**src/design/hte_ram.sv**
```systemverilog
module hte_ram #(
  parameter int WIDTH = 8,
  parameter int DEPTH = 2
) (
  input  logic                     clk,
  input  logic                     wr_en,
  input  logic [$clog2(DEPTH)-1:0] wr_addr,
  input  logic [WIDTH-1:0]         wr_data,
  input  logic                     rd_en,
  input  logic [$clog2(DEPTH)-1:0] rd_addr,
  output logic [WIDTH-1:0]         rd_data
);
  logic [WIDTH-1:0] mem [DEPTH];

  // read-first: a same-edge write is seen by the next read
  always_ff @(posedge clk) begin
    if (wr_en) begin
      mem[wr_addr] <= wr_data;
    end
    if (rd_en) begin
      rd_data <= mem[rd_addr];
    end
  end
endmodule

```
**config.mk**
```make
export PLATFORM = sky130hd
export DESIGN_NAME = hte_ram
export DESIGN_NICKNAME = d
export VERILOG_FILES = /design/src/design/hte_ram.sv
export SDC_FILE = /design/constraint.sdc
export NUM_CORES = 1
export LEC_CHECK = 0
export ABC_CLOCK_PERIOD_IN_PS = 1100
export BUFFER_PORTS_ARGS = -buffer_cell sky130_fd_sc_hd__buf_4
export CORE_MARGIN = 8
export CORE_UTILIZATION = 50
export DETAILED_ROUTE_END_ITERATION = 16
export GPL_ROUTABILITY_DRIVEN = 0
export PLACE_DENSITY = 0.75
export SYNTH_ARGS = -nofsm -noshare
export SYNTH_HDL_FRONTEND = slang
export SYNTH_SLANG_ARGS = --single-unit
```
**constraint.sdc**
```tcl
create_clock -name clk -period 1.1 [get_ports clk]
set_input_delay 0.11 -clock clk [delete_from_list [all_inputs] [get_ports clk]]
set_output_delay 0.11 -clock clk [all_outputs]
set_load 0.02 [all_outputs]
```
==> qor.txt, run 1 <==
Final Hold Fails - 0
Port-buffer cells - 20
Crit-path cells - buf_4
CTS clk-pin slew, worst paths - 0.14 ns
Top-count cell post-synth - edfxtp_1
DRC viols - 0
Setup_tns - 0 ns
Longest Clk Path Bufs - 2
Hold WS - 0.0615 ns
Post-synth EDFFs - 24
Total power - 1.92 mW
# nets final - 81
Flop-to-flop setup slack - 0.17 ns
Slew Limit Headroom - 0.771
CTS H-tree depth - 1
Slew Limit Fails - 0
Global route overflow - 0
Cell Count, Final, Fillers Out - 84
FFs w/ async S/R, synth - 0
FF+latch count, synth - 24
Area Growth Syn to Fin - 34.7%
Initial antenna violation count - 0
1st-pass router iterations - 4
First-pass GRT wire length - 2150 um
I/O pin count - 21
Max_cap viols - 0
Worst R2R Path Depth - 1
Top-area cell type share of the netlist area - 0.834
CTS tree - done
Setup CP Type - register to output pin
Predominant post-synthesis flop cell - edfxtp_1
Drt first-iter violations - 8
Post-DR wirelength/cell - 15.5 um
Worst setup margin - 0.122 ns
Most frequent cells after synthesis - edfxtp_1 (24), mux2_4 (8), and2_1 (1), buf_6 (1), nor2b_1 (1)
RSZ-0062 raised after global routing - no
Critical Path RT - 0.99 ns
Design area - 1160 um2
Cells after Synth - 35
Postcts setup bufs - 0
Die Width - 57.6 um
CP max-delay cell - edfxtp_1
CTS Sinks - 24
Yosys top cell by area - edfxtp_1
Number of warnings issued by yosys - 0
Hold EP - rd_data[0]
Hold Crit Class - primary input to register
Placement Cell Area - 1030 um2
Largest cells by area after synthesis - edfxtp_1 (83%), mux2_4 (14%), buf_6 (1.3%)
Actual slew at the worst max-slew pin - 0.344 ns
Vias per inst - 5.00
Clk_lat worst skew - 0.31 ns
Core footprint - 1670 um2
Post-layout minimum cycle time - 0.978 ns
Register Area - 721 um2
CP arrival - 0.87 ns
FILL cells - 93
Vias in the first global route - 463
Pre-CTS worst setup slack - 0.188 ns
Post-Route Skew - 0.0123 ns
Num CTS Buffers - 3
RR Endpoint - rd_data[3]
Avg Inst Size Synth - 24.7 um2
Die Height - 57.6 um
Clock Tree Root - clkbuf_4
Synthesized area - 865 um2
Worst stage delay on the critical path - 0.39 ns
Worst Path Buf+Inv - 1
Pwr per Cell Area - 1650 nW/um2
Antenna Nets Post-Route - 0
Worst Hold Launch - rd_en
Period utilization - 0.889
Layout cells sized above 1 - 0.493
Multi-input gate area - 133 um2
Initial Util - 0.518
Synth unique cells - 5
# rows - 15
GRT Overall Usage - 0.0860
Fmax - 1020 MHz
Via Count - 420
Delay-heaviest family, CP - flip-flops
Placed Cells - 72
Leak - 0.462 nW
Routed WL - 1300 um
CP endpoint kind - output pin
Worst r2r src - mem[0][3]
Syn_nets - 48
# setup viols final - 0
Largest net degree at the start of global routing - 15
Antenna Cells - 0
Status - finished, final reports clean
Post-synthesis sequential area ratio - 0.834
Worst VDD drop - 1010 uV
Die area - 3320 um2
Final core utilization - 0.697
Type of origin of the critical path - register
Hold path depth - 1
CP Max Fanout - 1
[where the power goes]
part | internal [mW] | switching, mW | leakage, nW
Clock | 0.368 | 0.262 | 0.0279
Sequential | 1.08 | 0.0170 | 0.228
Combinational | 0.114 | 0.0793 | 0.205
Total | 1.56 | 0.359 | 0.462
[what timing repair did]
item                                    4_1_cts  5_1_grt
gates resized for setup                       0        0
hold buffers                                  8        0
hold endpoints to repair                     16        0
endpoints found under the setup margin        0        0
[state kept, by name (all words and copies together) (netlist names)]
signal,flops
rd_data,8
mem,16
[cell families (layout without fill, tap and decap cells)]
group	Yosys count	in the layout	synth area share
simple gates	2	2	0.0145
flops	24	24	0.834
mux	8	8	0.139
buf+inv	1	33	0.0130
[layout by cell type (no fill, tap or decap)]
| cell | netlist | final |
|---|---|---|
| clkbuf_4 | 0 | 3 |
| and2_1 | 1 | 1 |
| mux2_4 | 8 | 8 |
| buf_4 | 0 | 21 |
| dlygate4sd3_1 | 0 | 8 |
| bufinv_16 | 0 | 1 |
| edfxtp_1 | 24 | 24 |
| nor2b_1 | 1 | 1 |
[routing by layer]
layer | track usage | wire length (um) | vias to the layer above
li1 | - | - | 200
met3 | 0.0426 | 128 | 2
met2 | 0.154 | 640 | 20
met4 | 0.0429 | 6 | 0
met5 | 0 | 0 | -
met1 | 0.0776 | 526 | 198
[how the worst max path moves through the flow]
stage / startpoint / end / depth (start not counted)
6_report: rd_data[1] / rd_data[1] / 1
5_1_grt: rd_data[1] / rd_data[1] / 1
4_1_cts: rd_data[1] / rd_data[1] / 1
3_5_place_dp: mem[0][3] / rd_data[3] / 1
3_3_place_gp: wr_addr / mem[1][1] / 2
2_1_floorplan: wr_en / mem[0][0] / 1
[cell type report]
class,count,area share
Sequential cell,24,0.619
Timing Repair Buffer,29,0.204
Clock buffer,3,0.0193
Tap cell,17,0.0183
Clock inverter,1,0.0258
Multi-Input combinational cell,10,0.114
(Power assumes the default switching activity.)
==> run 2: changes to the inputs <==
==> constraint.sdc (replaced) <==
create_clock -name clk -period 1.1 [get_ports clk]
set_input_delay 0.275 -clock clk [delete_from_list [all_inputs] [get_ports clk]]
set_output_delay 0.275 -clock clk [all_outputs]
set_load 0.02 [all_outputs]
==> qor.txt, run 2 (synthesis gave the netlist of run 1 again) <==
Clk_lat worst skew - 0.30 ns (about the same)
Area Growth Syn to Fin - 26.3%
CTS clk-pin slew, worst paths - 0.11 ns (-0.03 ns)
Pwr per Cell Area - 1500 nW/um2 (-8.9%)
Vias in the first global route - 427 (-7.8%)
CP Max Fanout - 1 (unchanged)
Switching power - 322 uW (-10%)
GRT Overall Usage - 0.0738 (-0.0121)
CP endpoint kind - output pin
First-pass GRT wire length - 1840 um (-14%)
Max_cap viols - 0 (unchanged)
Int Power - 1.32 mW (-16%)
Die Height - 57.6 um (unchanged)
Worst stage delay on the critical path - 0.41 ns (+0.02 ns)
Fmax - 886 MHz (-13%)
Hold WS - 0.155 ns (+0.0940 ns)
Max reg flops - 16 (unchanged)
Clock Tree Root - clkbuf_4
RSZ-0062 raised after global routing - yes
Actual slew at the worst max-slew pin - 0.140 ns (-0.204 ns)
Post-Route Skew - 0.00173 ns (-0.0106 ns)
Seq pwr share - 0.671 (+0.100)
Delay-heaviest family, CP - flip-flops
Via Count - 386 (-8.1%)
Initial antenna violation count - 0 (unchanged)
Global route overflow - 0 (unchanged)
Setup CP Type - register to output pin
Biggest registers after layout - mem x16, rd_data x8
Type of origin of the critical path - register
Die area - 3320 um2 (unchanged)
Slew Limit Headroom - 0.907 (+0.136)
Period utilization - 1.03 (+0.137)
CP max-delay cell - edfxtp_1
Longest Clk Path Bufs - 2 (unchanged)
Status - finished with violations
Critical Path RT - 0.82 ns (-0.17 ns)
Post-layout minimum cycle time - 1.13 ns (+0.150 ns)
Worst VDD drop - 900 uV (-11%)
Clock power share - 0.216 (-0.112)
Switch share - 0.196 (+0.00961)
Routed WL - 1180 um (-9.8%)
1st-pass router iterations - 2 (-2)
# setup viols final - 8 (+8)
CTS Sinks - 24 (unchanged)
I/O pin count - 21 (unchanged)
Crit-path cells - buf_6
Vias per inst - 5.08 (+1.6%)
Largest register by flop count - mem
# rows - 15 (unchanged)
Worst setup margin - -0.0283 ns (-0.150 ns)
Final Hold Fails - 0 (unchanged)
DRC viols - 0 (unchanged)
Slew Limit Fails - 0 (unchanged)
Post-DR wirelength/cell - 15.5 um (-0.25%)
Initial Util - 0.518 (unchanged)
Most frequent cells in the layout - edfxtp_1 (24), buf_4 (14), mux2_4 (8), buf_6 (8), clkbuf_4 (3)
Hold Crit Class - primary input to register
Core footprint - 1670 um2 (unchanged)
Violated checks - negative setup slack
Antenna Cells - 0 (unchanged)
Layout cells sized above 1 - 0.559 (+0.0668)
Commonest non-fill, non-tap cell in the layout - edfxtp_1
Part of the power in combinational logic - 0.113 (+0.012)
CTS tree - done
Final core utilization - 0.654 (-0.0434)
Worst Path Buf+Inv - 1 (unchanged)
# nets final - 74 (-8.6%)
Die Width - 57.6 um (unchanged)
CTS H-tree depth - 1 (unchanged)
Antenna Nets Post-Route - 0 (unchanged)
Num CTS Buffers - 3 (unchanged)
Leak - 0.429 nW (-7.0%)
Port-buffer cells - 20 (unchanged)
CP arrival - 0.85 ns (-0.02 ns)
Largest net degree at the start of global routing - 13 (-2)
Postcts setup bufs - 0 (unchanged)
Drt first-iter violations - 4 (-4)
Hold Buf Count CTS - 0 (-8)
==> run 2: metrics by stage <==
step           instances  setup TNS, ns  worst slack, ns  total power [mW]  area (um2)
2_1_floorplan         35              0           0.0316              1.20         865
3_3_place_gp          73              0           0.0851              1.28        1040
3_5_place_dp          73              0           0.0733              1.29        1040
4_1_cts               76         -0.203          -0.0390              1.66        1090
5_1_grt               76         -0.510          -0.0956              1.72        1090
6_report              76        -0.0870          -0.0283              1.64        1090
==> run 2: layout make-up <==
| type | instances | area [um2] |
|---|---|---|
| Multi-Input combinational cell | 10 | 133 |
| Clock buffer | 3 | 22.5 |
| Tap cell | 17 | 21.3 |
| Timing Repair Buffer | 22 | 195 |
| Sequential cell | 24 | 721 |
| Fill cell | 112 | 578 |
==> run 2: power by group through the flow <==
stage          logic (mW)  clock network [mW]  registers [mW]
2_1_floorplan      0.0625                   0            1.14
3_3_place_gp        0.170                   0            1.11
3_5_place_dp        0.175                   0            1.12
4_1_cts             0.188               0.368            1.10
5_1_grt             0.196               0.418            1.11
6_report            0.185               0.354            1.10
==> run 2: path summary, 6_finish.rpt <==
kind                                    to        from  slack, ns  cells after the start
worst max-delay path            rd_data[0]  rd_data[0]      -0.03                      1
worst min-delay path             mem[1][1]  wr_data[1]       0.16                      1
worst max register to register  rd_data[4]   mem[0][4]       0.20                      1
worst min register to register  rd_data[5]   mem[0][5]       0.56                      1
==> run 2: per-layer routing <==
layer | vias up | part of all wire | global-route usage
li1 | 185 | - | -
met3 | 0 | 0.075 | 0.0359
met5 | - | 0 | 0
met4 | 0 | 0 | 0.0429
met1 | 183 | 0.46 | 0.0762
met2 | 18 | 0.47 | 0.119
==> run 2: timing repair <==
item,in CTS,in global routing
pin swaps,0,0
endpoints found under the hold margin,0,0
endpoints found under the setup margin,8,8
gates resized for setup,8,0
